[config.mk]
export PLATFORM = sky130hd
export DESIGN_NAME = sfh_ctrl
export DESIGN_NICKNAME = d
export VERILOG_FILES = /design/src/hdl/sfh_pkg.sv /design/src/hdl/sfh_ctrl.sv
export SDC_FILE = /design/constraint.sdc
export NUM_CORES = 1
export LEC_CHECK = 0
export ABC_CLOCK_PERIOD_IN_PS = 1500
export BUFFER_PORTS_ARGS = -buffer_cell sky130_fd_sc_hd__buf_2
export CAP_MARGIN = 20
export CELL_PAD_IN_SITES_DETAIL_PLACEMENT = 0
export CELL_PAD_IN_SITES_GLOBAL_PLACEMENT = 1
export CORE_AREA = 10 10 47 49
export DETAILED_ROUTE_END_ITERATION = 12
export DIE_AREA = 0 0 57 59
export PLACE_DENSITY_LB_ADDON = 0.1
export SLEW_MARGIN = 0
export SYNTH_ARGS = -nofsm -noshare
export SYNTH_HDL_FRONTEND = slang
export SYNTH_SLANG_ARGS = --single-unit
[constraint.sdc]
create_clock -name clk -period 1.5 [get_ports clk]
set_input_delay 0.375 -clock clk [delete_from_list [all_inputs] [get_ports clk]]
set_output_delay 0.375 -clock clk [all_outputs]
set_load 0.05 [all_outputs]
[src/hdl/sfh_pkg.sv]
`default_nettype none
package sfh_pkg;

	localparam int DEF_SYMBOL_COUNT = 256;
	localparam int DEF_COUNT_BITS   = 16;
	localparam int SYMBOL_W         = 8;
	localparam int OUT_COUNT_W      = 16;

	localparam logic CMD_COUNT = 1'b0;
	localparam logic CMD_DRAIN = 1'b1;

	typedef struct packed {
		logic count_start;
		logic count_write;
		logic drain_start;
		logic drain_lookup;
		logic out_load;
	} sfh_cmd_t;

	typedef struct packed {
		logic count_hit;
	} sfh_status_t;

endpackage
`default_nettype wire

[src/hdl/sfh_ctrl.sv]
`default_nettype none
module sfh_ctrl
	import sfh_pkg::*;
(
	input  wire logic  clk,
	input  wire logic  arst_n,
	input  wire logic  in_valid,
	input  wire logic  in_command,
	output logic       in_ready,
	output logic       out_valid,
	input  wire logic  out_ready,
	input  wire sfh_status_t status,
	output sfh_cmd_t   cmd
);
	localparam logic [1:0] ST_IDLE = 2'd0;
	localparam logic [1:0] ST_CINC = 2'd1;
	localparam logic [1:0] ST_DRD  = 2'd2;
	localparam logic [1:0] ST_DOUT = 2'd3;

	logic [1:0] state_q;
	logic [1:0] state_nxt;
	logic       out_valid_q;
	logic       slot_free;

	assign slot_free = !out_valid_q || out_ready;
	assign in_ready  = (state_q == ST_IDLE);
	assign out_valid = out_valid_q;

	always_comb begin
		cmd       = '0;
		state_nxt = state_q;
		unique case (state_q)
			ST_IDLE: begin
				if (in_valid) begin
					if (in_command == CMD_DRAIN) begin
						cmd.drain_start = 1'b1;
						state_nxt       = ST_DRD;
					end else begin
						cmd.count_start = 1'b1;
						if (status.count_hit) begin
							state_nxt = ST_CINC;
						end
					end
				end
			end
			ST_CINC: begin
				cmd.count_write = 1'b1;
				state_nxt       = ST_IDLE;
			end
			ST_DRD: begin
				cmd.drain_lookup = 1'b1;
				state_nxt        = ST_DOUT;
			end
			ST_DOUT: begin
				if (slot_free) begin
					cmd.out_load = 1'b1;
					state_nxt    = ST_IDLE;
				end
			end
			default: state_nxt = ST_IDLE;
		endcase
	end

	always_ff @(posedge clk or negedge arst_n) begin
		if (!arst_n) begin
			state_q     <= ST_IDLE;
			out_valid_q <= 1'b0;
		end else begin
			state_q <= state_nxt;
			if (cmd.out_load) begin
				out_valid_q <= 1'b1;
			end else if (out_ready) begin
				out_valid_q <= 1'b0;
			end
		end
	end
endmodule
`default_nettype wire

* After elaboration in Yosys (flattened, before gate mapping) *
Index checks and enable logic that the tools add are counted.

storage, ports and cells
  word-level logic and storage cells = 30
  output and inout port bits = 7
  bits in registers = 3

operators by class
  reduce and logical (&&, ||, !) cells = 5
  multiplexer cells = 17
  equality and inequality tests = 6

operator list
  operator                                              number
  2-to-1 mux 1 bit                                      12
  2-to-1 mux 2 bit                                      4
  one-hot mux 2 bit (4 select lines)                    1
  equality test 2 bit (second input constant)           2
  != test 2 bit (second input constant)                 2
  != test 3 x 2 -> 1 bit (second input constant)        1
  AND reduction 3 bit                                   1
  equality test 2 x 1 -> 1 bit (second input constant)  1
  logical NOT 2 bit                                     1
  nonzero test 2 bit                                    1
  logical NOT 1 bit                                     1
  logical OR 1 bit                                      1

* Longest topological paths before layout *
Gate-level depths: netlist of run 1.

  word-level depth = 5
  gate-level depth with buffers = 3

* Worst setup path before layout of run 1 *
No wires, ideal clock.

  path type = flip-flop to output port
  start = register state_q[1]
  end = output port cmd[4] (netlist name)
  required time = 1.125 ns
  arrival time = 1.657 ns
  slack = -0.532 ns
  cell stages (with the launch flop) = 4
  path through = dfrtp_1 nor2_2 nand2_1 nor2_1

RTL lines
  what                      line            RTL
  start: declaration        sfh_ctrl.sv:20  logic [1:0] state_q;
  start signal: assignment  sfh_ctrl.sv:69  state_q <= state_nxt;
  end: declaration          sfh_ctrl.sv:13  output sfh_cmd_t cmd

==> results.json, run 1 <==
{
  "outcome": "finished with violations",
  "violations": "setup timing",
  "drtPass1Iterations": 2,
  "maxCapViolations": 0,
  "end_kind": "output pin",
  "slowest_stage": "dfrtp_2",
  "place_congestion": 0.6269,
  "vdd_drop_max_v": 0.0008901,
  "ys_types": 10,
  "path_class": "flip-flop to output pin",
  "cp_common_cell": "nor2_4",
  "crit_family": "flip-flops",
  "initial_core_util_pct": 11.61,
  "r2r-start": "state_q[1]",
  "antenna_found_initial": 0,
  "dp_cells": 46,
  "clock_latency_ns": 0.23,
  "layout.nets": 43,
  "worstPathRequired_ns": 1.12,
  "wire_per_inst_um": 10.71,
  "dp_slack_ns": 0.1006,
  "crit_cells": 4,
  "critPathCapture": "cmd[4]",
  "switchingPower_mw": 0.4780,
  "worst_pin_slew_ns": 0.2507,
  "core_um2": 1401,
  "chipWidth_um": 57,
  "drtIter0Drc": 2,
  "critPathMaxStageDelay_ns": 0.43,
  "avgSynthCellArea_um2": 9.036,
  "crit_chain": "nor2_4 > nand2_1 > nor2_4 > buf_6",
  "grtUsageTotal_pct": 3.810,
  "pwr-share-comb_pct": 64.4,
  "antennaDiodeCount": 0,
  "timing.final.ws_setup_ns": -0.01009,
  "power_density_nw_per_um2": 2639,
  "vias": 197,
  "ys_seq_area_share_pct": 46.15,
  "stdcell_count": 52,
  "cp_num_buf_inv": 1,
  "ant_nets": 0,
  "num_io_pins": 13,
  "grt_pass1_vias": 216,
  "ff2ff_setup_slack_ns": 0.60,
  "wl_um": 557,
  "period_share_pct": 100.7,
  "port_buffers": 12,
  "fin_skew_ns": 0.004024,
  "switching_share_pct": 53.23,
  "yosysWarnings": 0,
  "cp.arrival_ns": 1.14,
  "slew_headroom_pct": 83.40,
  "final_max_slew_viol_count": 0,
  "ys_ff_latch": 3,
  "dieArea_um2": 3363,
  "drc": 0,
  "min_period_ns": 1.510,
  "hold_viol": 0,
  "fin_tns_setup_ns": -0.01708,
  "overflow": 0,
  "pwr-share-clk_pct": 15.9,
  "min_path_type": "input pin to flip-flop",
  "die_h_um": 59,
  "syn_nets": 24,
  "clk_pin_slew_ns": 0.03,
  "cp_max_fo": 5,
  "drive_gt1_share_pct": 63.89,
  "r2r_end": "state_q[1]",
  "r2r_cells": 2,
  "grt_max_degree": 6,
  "intPower_mw": 0.4201,
  "syn_to_final_growth_pct": 109.2,
  "clkSinkCount": 3,
  "placementRows": 14,
  "grt_pass1_wl_um": 917,
  "cts_buffer_depth": 2,
  "power_frac_seq_pct": 19.8,
  "finalSetupViolCount": 2,
  "netlist_instances": 18,
  "syn_area_um2": 162.7,
  "grt_setup_unrepaired": "yes",
  "avgViaCountPerCell": 3.788,
  "clock-root-buffer": "clkbuf_4",
  "crit_path_start": "state_q[0]",
  "p_leak_nw": 0.1683,
  "cts_max_level": 1,
  "post-route-util_pct": 24.29,
  "num-fill-cells": 168,
  "cts_tree": "yes",
  "numCtsBuffers": 3,
  "fmax_mhz": 662.2,
  "critPathLaunchType": "flip-flop"
}
-- synthesized netlist by cell type --
| library cell | count | area share (%) |
|---|---|---|
| a32o_1 | 2 | 12 |
| and2b_2 | 1 | 5.4 |
| and3_2 | 1 | 4.6 |
| dfrtp_1 | 3 | 46 |
| inv_1 | 1 | 2.3 |
| nand2_1 | 4 | 9.2 |
| nand2b_1 | 1 | 3.8 |
| nor2_1 | 2 | 4.6 |
| nor2_2 | 1 | 3.8 |
| nor2b_1 | 2 | 7.7 |
-- worst min path at each step --
stage / from / to / slack, ns / cells after the start
finish: in_valid / state_q[0] / 0.45 / 2
global route: in_valid / state_q[0] / 0.46 / 2
CTS: in_valid / state_q[0] / 0.44 / 2
detailed placement: arst_n / state_q[1] / 0.17 / 1
global placement: arst_n / state_q[0] / 0.17 / 1
floorplan: arst_n / out_valid / 0.08 / 0
-- sequential cells by signal (all words and copies together), names as in the netlist --
signal and cells:
state_q 2, out_valid 1
-- through the flow --
step | hold slack (ns) | power (mW) | cell area, um2
after global placement | 0.1717 | 0.6902 | 262.8
after detailed placement | 0.1732 | 0.6901 | 262.8
after floorplan | 0.07941 | 0.5744 | 182.7
final | 0.4470 | 0.8981 | 340.3
after CTS | 0.4439 | 0.9037 | 334.1
after global routing | 0.4596 | 0.9659 | 340.3
-- cells by family after synthesis --
logic type	after synthesis	synth area share [%]
DFF	3	46.15
buffers and inverters	1	2.305
and+or+nand+nor	12	39.24
AOI/OAI and AO/OA	2	12.31
-- cells in the final DEF (no fill, tap or decap), drive strengths merged --
cell type,netlist,final
a32o,2,2
and2b,1,1
and3,1,1
buf,0,12
clkbuf,0,5
dfrtp,3,3
dlygate4sd3,0,1
inv,1,1
nand2,4,4
nand2b,1,1
nor2,3,3
nor2b,2,2
-- power by group through the flow --
stage                     combinational (mW)  clock (mW)  sequential, mW
final                                  0.578       0.142           0.177
after detailed placement               0.513           0           0.177
after global routing                   0.615       0.160           0.190
after global placement                 0.512           0           0.179
after floorplan                        0.361           0           0.213
after CTS                              0.575       0.150           0.179
-- routing by layer --
layer | GRT usage [%] | vias to the layer above | wire [um] | share of wire [%]
li1 | - | 95 | - | -
met1 | 3.699 | 88 | 231 | 41
met2 | 4.496 | 12 | 229 | 41
met3 | 4.077 | 2 | 76 | 14
met4 | 3.020 | 0 | 19 | 3.4
met5 | 0 | - | 0 | 0
-- area by class of cell --
cell class,instances,area [um2],share of cell area [%]
Timing Repair Buffer,14,105.1,30.88
Tap cell,16,20.02,5.882
Clock buffer,4,26.28,7.721
Sequential cell,3,77.57,22.79
Multi-Input combinational cell,14,107.6,31.62
Inverter,1,3.754,1.103
-- what timing repair did --
action	in CTS	in global routing
setup buffers	1	0
pin swaps	1	0
setup endpoints to repair	5	4
gates resized for setup	10	2
hold buffers	1	0
gates cloned	0	0
hold endpoints to repair	3	0
No activity file was read; power rests on OpenSTA's default activity.
==> run 2, diff against run 1 <==
Settings changed: REMOVE_ABC_BUFFERS set to 1.
==> run 2 against run 1 <==
  * Critical endpoint is now cmd[2]
  * Sequential power barely moved
  * Clock power shrank 4%
  * Largest cell class is now non-clock buffers
  * Die area stayed put
  * Worst hold slack better by 0.0094 ns
  * The run now ends clean
  * Total power fell by 2.6%
  * First-iteration DRC count shrank 50%
  * Critical path depth down 1
  * Via count down 1.0%
  * Highest routed layer unchanged
==> results.json, run 2 (synthesis gave the netlist of run 1 again) <==
{
  "power_density_nw_per_um2": 2647,
  "die_h_um": 59,
  "post_dp_cell_area_um2": 242.7,
  "placementRows": 14,
  "seq_area_um2": 77.57,
  "ant_nets": 0,
  "syn_to_final_growth_pct": 103.1,
  "antenna_found_initial": 0,
  "vdd_drop_max_v": 0.0006533,
  "drc": 0,
  "critPathLaunchType": "flip-flop",
  "wl_um": 525,
  "maxCapViolations": 0,
  "slew_headroom_pct": 83.39,
  "dp_cells": 46,
  "grt_setup_unrepaired": "yes",
  "drtPass1Iterations": 2,
  "clkSinkCount": 3,
  "final_area_um2": 330.3,
  "fmax_mhz": 668.9,
  "hold_viol": 0,
  "fin_skew_ns": 0.0006750,
  "avgViaCountPerCell": 3.750,
  "final_max_slew_viol_count": 0,
  "grt_max_degree": 6,
  "grt_pass1_wl_um": 883,
  "path_class": "flip-flop to output pin",
  "cts_buffer_depth": 2,
  "grt_pass1_vias": 211,
  "stdcell_count": 52,
  "min_period_ns": 1.495,
  "place_congestion": 0.6563,
  "outcome": "completed",
  "vias": 195,
  "p_leak_nw": 0.1614,
  "grtUsageTotal_pct": 3.547,
  "regMostFlops": "state_q",
  "wire_per_inst_um": 10.10,
  "post-dp-hpwl_um": 448.5,
  "min_path_type": "input pin to flip-flop",
  "chipWidth_um": 57,
  "hold-worst-slack_ns": 0.4564,
  "drtIter0Drc": 1,
  "period_share_pct": 99.67,
  "num_io_pins": 13,
  "cts_max_level": 1,
  "worst_pin_slew_ns": 0.2508,
  "initial_core_util_pct": 11.61,
  "overflow": 0,
  "port_buffers": 12,
  "dieArea_um2": 3363,
  "drive_gt1_share_pct": 63.89,
  "num-fill-cells": 167,
  "clk_pin_slew_ns": 0.03,
  "antennaDiodeCount": 0,
  "cp_max_fo": 5,
  "worstPathRequired_ns": 1.12,
  "post-route-util_pct": 23.57,
  "final_common_cell": "buf_2",
  "multiInputGateArea_um2": 97.59,
  "layout.nets": 43,
  "end_kind": "output pin",
  "finalSetupViolCount": 0,
  "clock-root-buffer": "clkbuf_4",
  "cts_tree": "yes",
  "core_um2": 1401,
  "largest_reg_flops": 2,
  "fin_tns_setup_ns": 0,
  "numCtsBuffers": 3,
  "cp.arrival_ns": 1.12,
  "layout_common_cells": "7 x buf_2, 4 x nand2_1, 4 x clkbuf_4",
  "clock_latency_ns": 0.23
}
[run 2: worst max-delay path: stages, from the launching register on]
cell and delay [ns]:
dfrtp_2 0.43, nor2_4 0.13, and3_4 0.19, buf_8 0.14
[run 2: timing repair]
action                                 4_1_cts  5_1_grt
setup buffers                                1        0
pin swaps                                    1        1
setup endpoints to repair                    3        6
resized for setup                            5       11
hold buffers                                 1        0
endpoints found under the hold margin        3        0
[run 2: per-stage QoR]
stage               total power, mW  worst slack, ns
finish                       0.8744         0.004986
global route                 0.9410         -0.07096
CTS                          0.8374         -0.04307
detailed placement           0.6511           0.1017
global placement             0.6531          0.09705
floorplan                    0.5377          -0.5324
[run 2: layout make-up]
cell class              count  share of cell area [%]
clock buffers               4                   7.955
repair buffers             14                   31.82
inverters                   1                   1.136
well taps                  16                   6.061
multi-input cells          14                   29.55
flip-flops and latches      3                   23.48
[run 2: where the power goes]
group	internal, mW	switching (mW)
clock network	0.0993	0.0367
registers	0.126	0.0493
logic	0.188	0.375
[run 2: worst paths after layout]
kind                             from    endpoint  slack [ns]  cells past startpoint
max reg2reg                state_q[1]  state_q[1]        0.60                      2
max                        state_q[1]      cmd[2]       0.005                      3
min                         out_ready   out_valid        0.46                      3
min reg2reg                 out_valid   out_valid        0.53                      2
min in group asynchronous      arst_n   out_valid        0.47                      2
max in group asynchronous      arst_n  state_q[0]        0.91                      2
[run 2: layer usage]
layer	share of wire [%]	vias up	routed length [um]	global-route usage, %
li1	-	97	-	-
met1	34	88	178	2.738
met2	48	8	251	4.806
met3	14	2	73	3.433
met4	4.0	0	21	4.027
met5	0	-	0	0
==> run 3, diff against run 2 <==
Settings changed: ABC_AREA set to 1.
==> run 3 against run 2 <==
  * The flow now finishes with violations (setup timing)
  * First-iteration DRC count rose to 6.0 times the previous value
  * Largest cell class is now multi-input gates
  * Clock skew about the same
  * Global-route usage up 0.26 points
  * Highest routed layer is now met3
  * Combinational power up 13%
  * Wire length up 24%
  * Synthesized cell count up 61%
  * Synthesized area up 22%
  * Non-clock buffer count up 2
  * Critical endpoint unchanged
  * Final area up 19%
  * Total power up 7.9%
==> results.json, run 3 <==
{
  "outcome": "finished with violations",
  "violations": "setup timing",
  "power_density_nw_per_um2": 2401,
  "layout_common_cells": "7 x buf_2, 5 x buf_4, 4 x inv_1, 4 x nand2_1",
  "seq_area_um2": 76.32,
  "use_met3_pct": 2.361,
  "initial_core_util_pct": 14.11,
  "fin_skew_ns": 0.0002029,
  "grtUsageTotal_pct": 3.808,
  "grt_pass1_vias": 250,
  "ys_seq_area_share_pct": 37.97,
  "dieArea_um2": 3363,
  "yosys.area.top_type": "dfrtp_1",
  "cp_max_fo": 5,
  "grt_max_degree": 7,
  "post-dp-hpwl_um": 524.4,
  "layout.nets": 56,
  "drtPass1Iterations": 4,
  "r2r_end": "state_q[0]",
  "min_period_ns": 1.506,
  "clk_pin_slew_ns": 0.04,
  "vdd_drop_max_v": 0.0006270,
  "hold_path_depth": 4,
  "min_to": "out_valid",
  "maxCapViolations": 0,
  "multiInputGateArea_um2": 131.4,
  "cts_tree": "yes",
  "core_um2": 1401,
  "die_h_um": 59,
  "synth_top_cell_area_share_pct": 37.97,
  "worst_pin_slew_ns": 0.2547,
  "ys.flop_type": "dfrtp_1",
  "antennaDiodeCount": 0,
  "cts_max_level": 1,
  "drive_gt1_share_pct": 59.18,
  "cp.arrival_ns": 1.13,
  "clock-root-buffer": "clkbuf_4",
  "antenna_found_initial": 0,
  "largest_reg_flops": 2,
  "power.total_mw": 0.9434,
  "ff2ff_setup_slack_ns": 0.52,
  "yosysWarnings": 0,
  "num-fill-cells": 160,
  "avgViaCountPerCell": 3.677,
  "hold_viol": 0,
  "end_kind": "output pin",
  "hold_start": "out_ready",
  "clkSinkCount": 3,
  "crit_family": "flip-flops",
  "gr-usage-met2_pct": 5.736,
  "drc": 0,
  "numCtsBuffers": 3,
  "chipWidth_um": 57,
  "synth_commonest_cells": "5 x inv_1, 4 x nand2_1",
  "netlist_top_cells_area": "dfrtp_1 38%, inv_1 9.5%, nor2_2 9.5%",
  "wl_um": 652,
  "syn_to_final_growth_pct": 98.73,
  "p_leak_nw": 0.2086,
  "regMostFlops": "state_q",
  "ys_types": 11,
  "path_class": "flip-flop to output pin",
  "netlist_instances": 29,
  "placementRows": 14,
  "synth-edff-count": 0,
  "async_flop_share_pct": 100.0,
  "r2r-start": "state_q[0]",
  "overflow": 0,
  "avgSynthCellArea_um2": 6.817,
  "use_met1_pct": 3.337,
  "cp_num_buf_inv": 2,
  "grt_pass1_wl_um": 986,
  "r2r_cells": 6,
  "hold-worst-slack_ns": 0.4523,
  "period_share_pct": 100.4,
  "wire_per_inst_um": 10.03,
  "fmax_mhz": 663.8,
  "vias": 239,
  "min_path_type": "input pin to flip-flop",
  "timing.final.ws_setup_ns": -0.006461,
  "drtIter0Drc": 6,
  "crit_chain": "inv_2 > nand2_4 > nor3_4 > buf_6",
  "clock_latency_ns": 0.23,
  "grt-busiest-layer": "met2",
  "finalSetupViolCount": 1,
  "port_buffers": 12,
  "final_max_slew_viol_count": 0,
  "critPathMaxStageDelay_ns": 0.43,
  "worstPathRequired_ns": 1.12,
  "critPathLaunchType": "flip-flop",
  "final_common_cell": "buf_2",
  "slowest_stage": "dfrtp_2",
  "ant_nets": 0,
  "synth.most_common_cell": "inv_1",
  "cts_buffer_depth": 2,
  "slew_headroom_pct": 83.14,
  "syn_area_um2": 197.7,
  "fin_tns_setup_ns": -0.006461,
  "ys_ff_latch": 3,
  "grt_setup_unrepaired": "yes",
  "num_io_pins": 13,
  "place_congestion": 0.6940
}
run 3: changes by cell type in the layout (fill, tap and decap cells not counted), sizes merged, moves of 3 or more:
cell	before	now
buf	12	15
a21oi	0	3
nor2	3	6
inv	1	6
run 3: worst reg2reg max path: cells and delay by family, from the launching register on:
family        cells  cell delay [ns]
buf+inv           1             0.09
flops             1             0.43
simple gates      5             0.35
run 3: timing repair:
action / CTS / global route
setup endpoints to repair: 4 / 6
resized for setup: 11 / 6
hold endpoints to repair: 3 / 0
buffers inserted: 1 / 2
gates cloned: 0 / 0
hold buffers: 1 / 0
run 3: cells by family (layout without fill, tap and decap cells):
family	Yosys count	after routing	share of synthesized area [%]
buffers and inverters	6	26	11.39
and+or+nand+nor	17	17	43.04
DFF	3	3	37.97
AOI/OAI and AO/OA	3	3	7.593
run 3: through the flow:
stage	util [%]	cells	area (um2)	setup WS (ns)
6_report	28.04	65	392.9	-0.006461
3_5_place_dp	19.82	57	277.8	0.06567
2_1_floorplan	-	29	197.7	-0.5023
4_1_cts	25.36	63	355.3	-0.03489
3_3_place_gp	19.82	57	277.8	0.1052
5_1_grt	28.04	65	392.9	-0.07432
run 3: final cells by class:
type	instances	share of cell area [%]
clock buffers	4	6.688
flip-flops and latches	3	19.43
inverters	6	5.732
multi-input cells	20	33.44
well taps	16	5.096
repair buffers	16	29.62
run 3: metal layers:
metal	wire length, um	vias to the layer above
met5	0	-
met3	70	0
met2	306	8
met1	274	100
met4	0	0
li1	-	131
run 3: where the power goes:
group	leakage, nW	switching, mW	internal [mW]	total, mW
registers	0.0372	0.0463	0.120	0.167
logic	0.156	0.434	0.205	0.638
clock network	0.0150	0.0389	0.0995	0.138
total	0.209	0.519	0.425	0.943
run 3: worst max path at each step:
| stage | start | to | cells past startpoint |
|---|---|---|---|
| floorplan | state_q[1] | cmd[2] | 3 |
| global placement | state_q[1] | cmd[4] | 4 |
| detailed placement | state_q[1] | cmd[2] | 4 |
| CTS | state_q[0] | cmd[2] | 4 |
| global route | state_q[1] | cmd[2] | 4 |
| finish | state_q[0] | cmd[2] | 4 |
